$ cat src/sv/sha1md_pkg.sv
// ----------------------------------------------------------------------------
// sha1md_pkg
// Shared types and constants of the SHA-1 digest block: round constants,
// initial chaining value, working variable record, sequencer states.
// ----------------------------------------------------------------------------
package sha1md_pkg;

   localparam int WORD_W      = 32;
   localparam int BLOCK_WORDS = 16;
   localparam int HASH_WORDS  = 5;
   localparam int ROUNDS      = 80;
   localparam int ROUND_W     = 7;
   localparam int WCNT_W      = 4;
   localparam int IDX_W       = 3;
   localparam int CNT_W       = 3;
   localparam int TDATA_W     = 40;
   localparam int LEN_W       = 64;

   localparam logic [WORD_W-1:0] K0 = 32'h5A82_7999;
   localparam logic [WORD_W-1:0] K1 = 32'h6ED9_EBA1;
   localparam logic [WORD_W-1:0] K2 = 32'h8F1B_BCDC;
   localparam logic [WORD_W-1:0] K3 = 32'hCA62_C1D6;

   localparam logic [WORD_W-1:0] INIT_HASH [HASH_WORDS] = '{
      32'h6745_2301, 32'hEFCD_AB89, 32'h98BA_DCFE, 32'h1032_5476, 32'hC3D2_E1F0
   };

   // pad byte at the head of an otherwise empty word
   localparam logic [WORD_W-1:0] PAD_WORD = 32'h8000_0000;

   // round boundaries of the four function groups
   localparam logic [ROUND_W-1:0] ROUND_G1   = 7'd20;
   localparam logic [ROUND_W-1:0] ROUND_G2   = 7'd40;
   localparam logic [ROUND_W-1:0] ROUND_G3   = 7'd60;
   localparam logic [ROUND_W-1:0] ROUND_LAST = 7'(ROUNDS - 1);

   typedef struct packed {
      logic [WORD_W-1:0] a;
      logic [WORD_W-1:0] b;
      logic [WORD_W-1:0] c;
      logic [WORD_W-1:0] d;
      logic [WORD_W-1:0] e;
   } vars_type;

   typedef struct packed {
      logic shift;
      logic expand;
   } sched_ctrl_type;

   typedef enum logic [3:0] {
      ST_IDLE   = 4'b0001,
      ST_PAD    = 4'b0010,
      ST_ROUND  = 4'b0100,
      ST_UPDATE = 4'b1000
   } state_type;

endpackage

$ cat src/sv/sha1md_sched.sv
// ----------------------------------------------------------------------------
// sha1md_sched
// Sixteen-word block buffer and message schedule. Words are shifted in at
// the top while a block is collected; during compression the window slides
// one place per round and the top slot takes the next expanded word.
// ----------------------------------------------------------------------------
module sha1md_sched (
   input  logic                              clock,
   input  sha1md_pkg::sched_ctrl_type        ctrl,
   input  logic [sha1md_pkg::WORD_W-1:0]     push_word,
   output logic [sha1md_pkg::WORD_W-1:0]     wt
);

   logic [sha1md_pkg::WORD_W-1:0] win_ff [sha1md_pkg::BLOCK_WORDS];
   logic [sha1md_pkg::WORD_W-1:0] win_in [sha1md_pkg::BLOCK_WORDS];
   logic [sha1md_pkg::WORD_W-1:0] mix;
   logic [sha1md_pkg::WORD_W-1:0] expanded;

   assign mix      = win_ff[13] ^ win_ff[8] ^ win_ff[2] ^ win_ff[0];
   assign expanded = {mix[sha1md_pkg::WORD_W-2:0], mix[sha1md_pkg::WORD_W-1]};
   assign wt       = win_ff[0];

   always_comb begin
      win_in = win_ff;
      if (ctrl.shift) begin
         for (int i = 0; i < sha1md_pkg::BLOCK_WORDS - 1; i++) begin
            win_in[i] = win_ff[i+1];
         end
         win_in[sha1md_pkg::BLOCK_WORDS-1] = ctrl.expand ? expanded : push_word;
      end
   end

   always_ff @(posedge clock) begin
      win_ff <= win_in;
   end

endmodule

$ cat src/sv/sha1md_round.sv
// ----------------------------------------------------------------------------
// sha1md_round
// One SHA-1 round: selects function and constant by round number and
// produces the next set of working variables.
// ----------------------------------------------------------------------------
module sha1md_round (
   input  sha1md_pkg::vars_type                  vars_cur,
   input  logic [sha1md_pkg::WORD_W-1:0]         wt,
   input  logic [sha1md_pkg::ROUND_W-1:0]        round_idx,
   output sha1md_pkg::vars_type                  vars_nxt
);

   logic [sha1md_pkg::WORD_W-1:0] f;
   logic [sha1md_pkg::WORD_W-1:0] k;
   logic [sha1md_pkg::WORD_W-1:0] rol_a;
   logic [sha1md_pkg::WORD_W-1:0] rol_b;

   assign rol_a = {vars_cur.a[26:0], vars_cur.a[31:27]};
   assign rol_b = {vars_cur.b[1:0], vars_cur.b[31:2]};

   always_comb begin
      if (round_idx < sha1md_pkg::ROUND_G1) begin
         f = (vars_cur.b & vars_cur.c) ^ (~vars_cur.b & vars_cur.d);
         k = sha1md_pkg::K0;
      end else if (round_idx < sha1md_pkg::ROUND_G2) begin
         f = vars_cur.b ^ vars_cur.c ^ vars_cur.d;
         k = sha1md_pkg::K1;
      end else if (round_idx < sha1md_pkg::ROUND_G3) begin
         f = (vars_cur.b & vars_cur.c) ^ (vars_cur.b & vars_cur.d) ^
             (vars_cur.c & vars_cur.d);
         k = sha1md_pkg::K2;
      end else begin
         f = vars_cur.b ^ vars_cur.c ^ vars_cur.d;
         k = sha1md_pkg::K3;
      end
   end

   always_comb begin
      vars_nxt.a = rol_a + f + vars_cur.e + k + wt;
      vars_nxt.b = vars_cur.a;
      vars_nxt.c = rol_b;
      vars_nxt.d = vars_cur.c;
      vars_nxt.e = vars_cur.d;
   end

endmodule

$ cat src/sv/sha1_message_digest.sv
// ----------------------------------------------------------------------------
// sha1_message_digest
// SHA-1 digest of a message streamed as big-endian 32-bit words.
// ----------------------------------------------------------------------------
// Requests arrive on req_* : one message word per request, req_tlast on the
// final word, whose byte count (0..4, above 4 taken as 4) gives its valid
// high-order bytes. The digest leaves on rsp_* as five words, index 0 first,
// rsp_tlast on the fifth.
// A word that does not complete a block leaves req_tready high. A word that
// completes a 16-word block is followed by 80 rounds of the single shared
// round unit and a fold into the chaining value. The final word adds one
// pad/length push per remaining block slot and one or two compressions
// before the digest appears; req_tready stays low during all of this.
// The digest sits in its own output buffer, so the next message can start
// while the receiver stalls; the end of that next message waits in the fold
// cycle until the previous digest has gone.
// Reset (synchronous) loads the initial chaining value, clears length and
// word count and drops any pending digest.
// ----------------------------------------------------------------------------
module sha1_message_digest (
   input  logic                               clock,
   input  logic                               reset,
   input  logic                               req_tvalid,
   output logic                               req_tready,
   // [31:0] data_word, [34:32] byte_count, [39:35] zero
   input  logic [sha1md_pkg::TDATA_W-1:0]     req_tdata,
   input  logic                               req_tlast,
   output logic                               rsp_tvalid,
   input  logic                               rsp_tready,
   // [31:0] digest_word, [34:32] word_index, [39:35] zero
   output logic [sha1md_pkg::TDATA_W-1:0]     rsp_tdata,
   output logic                               rsp_tlast
);

   sha1md_pkg::state_type               state_ff, state_in;
   logic [sha1md_pkg::WCNT_W-1:0]       wcnt_ff, wcnt_in;
   logic [sha1md_pkg::ROUND_W-1:0]      round_ff, round_in;
   logic [sha1md_pkg::LEN_W-1:0]        bitlen_ff, bitlen_in;
   logic [sha1md_pkg::WORD_W-1:0]       hash_ff [sha1md_pkg::HASH_WORDS];
   logic [sha1md_pkg::WORD_W-1:0]       hash_in [sha1md_pkg::HASH_WORDS];
   logic [sha1md_pkg::WORD_W-1:0]       digest_ff [sha1md_pkg::HASH_WORDS];
   logic [sha1md_pkg::WORD_W-1:0]       digest_in [sha1md_pkg::HASH_WORDS];
   logic [sha1md_pkg::WORD_W-1:0]       sum [sha1md_pkg::HASH_WORDS];
   sha1md_pkg::vars_type                vars_ff, vars_in, vars_nxt;
   logic                                pad80_ff, pad80_in;
   logic                                hi_done_ff, hi_done_in;
   logic                                final_ff, final_in;
   logic                                done_ff, done_in;
   logic                                out_busy_ff, out_busy_in;
   logic [sha1md_pkg::IDX_W-1:0]        out_idx_ff, out_idx_in;

   logic                                req_fire;
   logic                                rsp_fire;
   logic                                push;
   logic [sha1md_pkg::WORD_W-1:0]       push_word;
   logic [sha1md_pkg::WORD_W-1:0]       data_word;
   logic [sha1md_pkg::CNT_W-1:0]        byte_count;
   logic [sha1md_pkg::CNT_W-1:0]        cnt_sat;
   logic [sha1md_pkg::WORD_W-1:0]       tail_word;
   logic [sha1md_pkg::WORD_W-1:0]       wt;
   sha1md_pkg::sched_ctrl_type          sched_ctrl;

   assign data_word  = req_tdata[sha1md_pkg::WORD_W-1:0];
   assign byte_count = req_tdata[sha1md_pkg::WORD_W +: sha1md_pkg::CNT_W];
   assign cnt_sat    = (byte_count > 3'd4) ? 3'd4 : byte_count;

   assign req_tready = (state_ff == sha1md_pkg::ST_IDLE);
   assign req_fire   = req_tvalid & req_tready;
   assign rsp_tvalid = out_busy_ff;
   assign rsp_fire   = rsp_tvalid & rsp_tready;
   assign rsp_tlast  = (out_idx_ff == 3'(sha1md_pkg::HASH_WORDS - 1));
   assign rsp_tdata  = {5'b0, out_idx_ff, digest_ff[out_idx_ff]};

   // keep the valid bytes of the final word and, for fewer than four, place the pad byte after them
   always_comb begin
      case (cnt_sat)
         3'd0:    tail_word = sha1md_pkg::PAD_WORD;
         3'd1:    tail_word = {data_word[31:24], 8'h80, 16'h0000};
         3'd2:    tail_word = {data_word[31:16], 8'h80, 8'h00};
         3'd3:    tail_word = {data_word[31:8], 8'h80};
         default: tail_word = data_word;
      endcase
   end

   always_comb begin
      for (int i = 0; i < sha1md_pkg::HASH_WORDS; i++) begin
         sum[i] = hash_ff[i];
      end
      sum[0] = hash_ff[0] + vars_ff.a;
      sum[1] = hash_ff[1] + vars_ff.b;
      sum[2] = hash_ff[2] + vars_ff.c;
      sum[3] = hash_ff[3] + vars_ff.d;
      sum[4] = hash_ff[4] + vars_ff.e;
   end

   always_comb begin
      state_in    = state_ff;
      wcnt_in     = wcnt_ff;
      round_in    = round_ff;
      bitlen_in   = bitlen_ff;
      hash_in     = hash_ff;
      digest_in   = digest_ff;
      vars_in     = vars_ff;
      pad80_in    = pad80_ff;
      hi_done_in  = hi_done_ff;
      final_in    = final_ff;
      done_in     = done_ff;
      out_busy_in = out_busy_ff;
      out_idx_in  = out_idx_ff;
      push        = 1'b0;
      push_word   = '0;

      if (rsp_fire) begin
         out_idx_in = out_idx_ff + 3'd1;
         if (rsp_tlast) begin
            out_busy_in = 1'b0;
         end
      end

      case (state_ff)
         sha1md_pkg::ST_IDLE: begin
            if (req_fire) begin
               push = 1'b1;
               if (req_tlast) begin
                  push_word = tail_word;
                  bitlen_in = bitlen_ff + 64'({cnt_sat, 3'b000});
                  final_in  = 1'b1;
                  pad80_in  = (cnt_sat == 3'd4);
                  state_in  = sha1md_pkg::ST_PAD;
               end else begin
                  push_word = data_word;
                  bitlen_in = bitlen_ff + 64'd32;
               end
            end
         end
         sha1md_pkg::ST_PAD: begin
            push = 1'b1;
            if (pad80_ff) begin
               push_word = sha1md_pkg::PAD_WORD;
               pad80_in  = 1'b0;
            end else if (hi_done_ff) begin
               push_word  = bitlen_ff[sha1md_pkg::WORD_W-1:0];
               hi_done_in = 1'b0;
               done_in    = 1'b1;
            end else if (wcnt_ff == 4'd14) begin
               push_word  = bitlen_ff[sha1md_pkg::LEN_W-1:sha1md_pkg::WORD_W];
               hi_done_in = 1'b1;
            end else begin
               push_word = '0;
            end
         end
         sha1md_pkg::ST_ROUND: begin
            vars_in  = vars_nxt;
            round_in = round_ff + 7'd1;
            if (round_ff == sha1md_pkg::ROUND_LAST) begin
               state_in = sha1md_pkg::ST_UPDATE;
            end
         end
         sha1md_pkg::ST_UPDATE: begin
            if (done_ff) begin
               // hold until the previous digest has been taken
               if (!out_busy_ff) begin
                  digest_in   = sum;
                  hash_in     = sha1md_pkg::INIT_HASH;
                  bitlen_in   = '0;
                  final_in    = 1'b0;
                  done_in     = 1'b0;
                  out_busy_in = 1'b1;
                  out_idx_in  = '0;
                  state_in    = sha1md_pkg::ST_IDLE;
               end
            end else begin
               hash_in  = sum;
               state_in = final_ff ? sha1md_pkg::ST_PAD : sha1md_pkg::ST_IDLE;
            end
         end
         default: begin
            state_in = sha1md_pkg::ST_IDLE;
         end
      endcase

      // a full buffer starts compression
      if (push) begin
         wcnt_in = wcnt_ff + 4'd1;
         if (wcnt_ff == 4'(sha1md_pkg::BLOCK_WORDS - 1)) begin
            state_in  = sha1md_pkg::ST_ROUND;
            round_in  = '0;
            vars_in.a = hash_ff[0];
            vars_in.b = hash_ff[1];
            vars_in.c = hash_ff[2];
            vars_in.d = hash_ff[3];
            vars_in.e = hash_ff[4];
         end
      end
   end

   assign sched_ctrl.shift  = push | (state_ff == sha1md_pkg::ST_ROUND);
   assign sched_ctrl.expand = (state_ff == sha1md_pkg::ST_ROUND);

   sha1md_sched u_sched (
      .clock     (clock),
      .ctrl      (sched_ctrl),
      .push_word (push_word),
      .wt        (wt)
   );

   sha1md_round u_round (
      .vars_cur  (vars_ff),
      .wt        (wt),
      .round_idx (round_ff),
      .vars_nxt  (vars_nxt)
   );

   always_ff @(posedge clock) begin
      if (reset) begin
         state_ff    <= sha1md_pkg::ST_IDLE;
         wcnt_ff     <= '0;
         round_ff    <= '0;
         bitlen_ff   <= '0;
         hash_ff     <= sha1md_pkg::INIT_HASH;
         pad80_ff    <= 1'b0;
         hi_done_ff  <= 1'b0;
         final_ff    <= 1'b0;
         done_ff     <= 1'b0;
         out_busy_ff <= 1'b0;
         out_idx_ff  <= '0;
      end else begin
         state_ff    <= state_in;
         wcnt_ff     <= wcnt_in;
         round_ff    <= round_in;
         bitlen_ff   <= bitlen_in;
         hash_ff     <= hash_in;
         pad80_ff    <= pad80_in;
         hi_done_ff  <= hi_done_in;
         final_ff    <= final_in;
         done_ff     <= done_in;
         out_busy_ff <= out_busy_in;
         out_idx_ff  <= out_idx_in;
      end
   end

   always_ff @(posedge clock) begin
      vars_ff   <= vars_in;
      digest_ff <= digest_in;
   end

`ifndef SYNTHESIS
   a_round_range: assert property (@(posedge clock) disable iff (reset)
      state_ff == sha1md_pkg::ST_ROUND |-> round_ff <= sha1md_pkg::ROUND_LAST)
      else $error("round counter beyond last round");

   a_buffer_empty_in_rounds: assert property (@(posedge clock) disable iff (reset)
      state_ff == sha1md_pkg::ST_ROUND |-> wcnt_ff == '0)
      else $error("block buffer not empty during compression");

   a_out_index: assert property (@(posedge clock) disable iff (reset)
      rsp_tvalid |-> out_idx_ff <= 3'(sha1md_pkg::HASH_WORDS - 1))
      else $error("digest word index out of range");

   a_length_only_at_end: assert property (@(posedge clock) disable iff (reset)
      hi_done_ff |-> (wcnt_ff == 4'(sha1md_pkg::BLOCK_WORDS - 1)) && final_ff)
      else $error("length word misplaced in final block");
`endif

endmodule

$ cat config.mk
export PLATFORM = sky130hd
export DESIGN_NAME = sha1_message_digest
export DESIGN_NICKNAME = d
export VERILOG_FILES = /design/src/sv/sha1md_pkg.sv /design/src/sv/sha1md_sched.sv /design/src/sv/sha1md_round.sv /design/src/sv/sha1_message_digest.sv
export SDC_FILE = /design/constraint.sdc
export NUM_CORES = 2
export LEC_CHECK = 0
export BUFFER_PORTS_ARGS = -buffer_cell sky130_fd_sc_hd__buf_2
export CORE_ASPECT_RATIO = 1.4
export CORE_UTILIZATION = 65
export DETAILED_ROUTE_END_ITERATION = 8
export GPL_TIMING_DRIVEN = 0
export HOLD_SLACK_MARGIN = 0.1
export PLACE_DENSITY = 0.82
export SYNTH_ARGS = -nofsm -noshare
export SYNTH_HDL_FRONTEND = slang
export SYNTH_HIERARCHICAL = 1
export SYNTH_SLANG_ARGS = --single-unit
$ cat constraint.sdc
create_clock -name clock -period 18.6 [get_ports clock]
set_clock_uncertainty 0.1 [all_clocks]
set_input_delay 1.86 -clock clock [delete_from_list [all_inputs] [get_ports clock]]
set_output_delay 1.86 -clock clock [all_outputs]
set_load 0.02 [all_outputs]
Word-level counts from Yosys, hierarchy flattened. Cells that the tools add are included.

Bits in registers: 1079. Bits of input ports: 45. Output and inout bits: 43. Word-level logic and storage cells: 175.

Add/sub/neg operators: 14. Magnitude comparators: 5. Equality and inequality tests: 19. Multiplexer cells: 66. Bitwise gates (word level): 19. Reductions and logical operators: 11.

Operators by type and width (count): $mux W160 (5); $mux W32 (13); $add A32 B32 Y32 (9); $mux W64 (4); $xor A32 B32 Y32 (8); $and A32 B32 Y32 (4); $pmux W32 S4 (1); $pmux W64 S2 (1); $bmux W32 S3 (1); $add A64 B6 Y64 (1); $add A64 B6 Y64 const B (1); $pmux W32 S2 (1); $not A32 Y32 (1); $mux W31 (1); $mux W4 (7); $mux W7 (3); $mux W1 (18); $pmux W4 S4 (1); $mux W3 (5); $lt A7 B6 Y1 const B (2); $eq A4 B4 Y1 const B (3); $ne A2 B2 Y1 const B (5); $reduce_and A3 Y1 (3); $pmux W1 S2 (4); 24 further kinds (32).

Depth between registers and ports, before layout.
Depth after elaboration: 13. Depth in mapped cells: 23. Depth with buffers taken out: 21.

By module. The synthesis kept the hierarchy.

Modules (own cells, without submodules): sha1_message_digest (instances 1, cells each 3145, area each 29813.6 µm², sequential area each 12892.4 µm²); sha1md_sched (instances 1, cells each 711, area each 16781.1 µm², sequential area each 15374.7 µm²); sha1md_round (instances 1, cells each 770, area each 6487.5 µm², sequential area each 0.0 µm²).

Worst setup path after synthesis. No wires, ideal clock.

Path kind: input to register. Start: in req_tvalid. End: reg u_sched/win_ff[0] in the netlist's numbering (enable). Library setup time: 0.667 ns. Arrival: 8.563 ns. Data required time: 17.833 ns. Path slack: 9.270 ns. Stages on the path: 3. Path buffers: 0. Path through: nand3b_1 -> a21oi_1 -> or2_2.

RTL lines: start: declaration (line sha1_message_digest.sv:23) `input logic req_tvalid,`; end signal: assignment (line sha1md_sched.sv:34) `win_ff <= win_in;`; end: declaration (line sha1md_sched.sv:14) `logic [sha1md_pkg::WORD_W-1:0] win_ff [sha1md_pkg::BLOCK_WORDS];`.

==> qor.txt <==
outcome - finished clean
Slowest cell on crit path - a41oi_1
final setup TNS - 0 ns
WL/cell - 25.0 um
Post-synth EDFFs - 672
CP dominant cell by count - fa_1
DRC errors left - 0
fin crit period - 7.21 ns
CP Max Fanout - 10
deepest clock path buffer count - 3
num rows - 123
overall routing resource usage - 0.360
total wire length - 149 mm
most frequent cells in the layout - edfxtp_1, nor2_1, a21oi_1
GP Congestion - 0.979
area grow syn2layout - 9.93%
post-cts repair resize count - 0
Hold Vio Cnt, Final - 0
Core Region - 80600 um^2
Vert. Die Dim - 340 um
ordered list of cells on the worst path - a41oi_1, and2_0, nor2_1, clkbuf_1, a221oi_1, fa_1, inv_1, fa_1, ha_1, fa_1, a211o_1, a221o_1, nand2_1, a21o_1, a21o_1, a21oi_2, o31ai_4, xnor2_1, mux2i_1, a21oi_1
synth top area cells - edfxtp_1, dfxtp_1, fa_1
Synth async-reset ratio - 0
die width - 244 um
CP peak stage delay - 0.98 ns
Skew-Pair Late Insertion Delay - 0.70 ns
Required @ worst endpoint - 19.12 ns
Final #Nets - 5185
flops & latches, synth - 1076
Worst-path clk slew - 0.07 ns
initial antenna violation count - 2
Hold WC Path Type - reg -> reg
Setup CP Type - reg -> reg
DR vias/cell - 6.21
max_cap viols - 0
max frequency - 139 MHz
setup bufs post-CTS - 0
synthesized cell area - 53100 um^2
Inserted Clock Buffers - 97
# IOs - 88
Synth Instances - 4626
DR pass1 iterations - 8
final worst setup slack - 11.39 ns
Tcrit/Tclk final - 0.387
peak supply drop - 85.7 uV
CTS tree - built
Worst Path Arrival - 7.72 ns
# diodes - 0
largest net degree at the start of global routing - 91
actual slew at the worst max-slew pin - 1.42 ns
Synth cell types - 86
first-pass GRT wire length - 222 mm
Num Clock Sinks - 1076
final setup fails - 0
ys flop type - edfxtp_1
CP Capture Type - register
CP delay by family, top - compound AO/OA/AOI/OAI gates
largest area contributor in the netlist - edfxtp_1
Die ar. - 82800 um^2
Post-DP HPWL - 112 mm
Clock H-tree levels - 3
count of final max-slew check failures - 0
synth warn - 6
CTS Hold Bufs - 0
RSZ-0062 raised after global routing - false
Final ANT Viol Nets - 0
CP startpoint kind - register
global route overflow - 0
Initial Util - 0.658
max_slew headroom - 0.0535
fill count - 5739
port bufs - 77
Seq/Total Area, Yosys - 0.533
leak pwr - 21.6 nW
Initial DRC Count - 2899
commonest non-fill, non-tap cell in the layout - edfxtp_1
vias in the first global route - 37.3k
share of layout cells above drive strength 1 - 0.0908
Power per Cell Area - 88.7 nW/um^2
synthesized area per cell - 11.5 um^2
clock root buffer - clkbuf_16
Synth top area share - 0.380
DP Worst Slack - 11.51 ns
CP bufs+invs - 2
vias after detailed routing - 37.0k
[synthesized netlist by cell type (all sizes together), types with 10 or more instances]
master and n:
edfxtp 672, nor2 482, a21oi 430, dfxtp 404, inv 279, mux2i 246, xnor2 226, ha 199
buf 193, clkbuf 161, nand2 160, o21ai 129, fa 126, xor2 101, a221o 94, a21o 71
nand3 67, a22oi 46, o22ai 43, a22o 42, nand4 40, nand2b 26, nor3 26, a222oi 25
or3 25, a31oi 23, nor2b 19, o21a 19, o21bai 19, a211oi 18, o211ai 18, and2 16
and3 14, or2 13, and4 12, a221oi 11, o31ai 11, o221ai 10
[path summary, 6_finish.rpt]
check             slack, ns  depth (start not counted)                start                   to
setup / recovery      11.39                         20          round_ff[4]         vars_ff[159]
hold / removal         0.31                          0  u_sched/win_ff[259]  u_sched/win_ff[291]
setup reg to reg      11.39                         20          round_ff[4]         vars_ff[159]
hold reg to reg        0.31                          0  u_sched/win_ff[259]  u_sched/win_ff[291]
[cells by family after synthesis]
family / share of synthesized area
AOI/OAI and AO/OA: 0.135
xor gates and xnor gates: 0.0540
adders and majority gates: 0.0944
buffers and inverters: 0.0571
DFF: 0.533
muxes: 0.0483
other: 0.0000706
and+or+nand+nor: 0.0784
[flip-flops by register name (all words and copies together) (netlist names), 3 cells and up]
register,cells
u_sched/win_ff,480
vars_ff,160
bitlen_ff,61
state_ff,4
hash_ff,160
u_sched/wt,32
wcnt_ff,4
round_ff,7
digest_ff,160
out_idx_ff,3
[report_power, final]
group          total [mW]  leakage (nW)  internal [mW]  switching, mW
Sequential           2.70          9.74           2.65         0.0488
Clock                2.07          1.59           1.15          0.922
Combinational       0.412          10.3          0.160          0.252
[area by class of cell]
class	instances	area, um^2	share of cell area
Sequential cell	1076	28300	0.484
Multi-Input combinational cell	2921	21800	0.374
Clock buffer	134	2720	0.0466
Buffer	354	1990	0.0340
Tap cell	1062	1330	0.0228
Inverter	279	1050	0.0181
Timing Repair Buffer	86	611	0.0105
Clock inverter	49	581	0.00995
[metal layers]
layer  GRT usage  share of wire  vias up
met3      0.0494          0.059      482
li1            -              -    17007
met5           0        0.00015        -
met1       0.419           0.37    18032
met4       0.246          0.078        4
met2       0.618           0.49     1487
[through the flow]
step / instance area [um^2] / total power [mW] / instances / hold slack (ns) / utilization
after floorplan: 53100 / 3.04 / 4630 / 0.300 / -
after global placement: 54800 / 3.16 / 5769 / 0.301 / 0.680
after detailed placement: 55100 / 3.15 / 5778 / 0.305 / 0.683
after CTS: 58400 / 5.19 / 5961 / 0.309 / 0.724
after global routing: 58400 / 5.33 / 5961 / 0.314 / 0.724
final: 58400 / 5.18 / 5961 / 0.313 / 0.724
No activity file was read; power rests on OpenSTA's default activity.
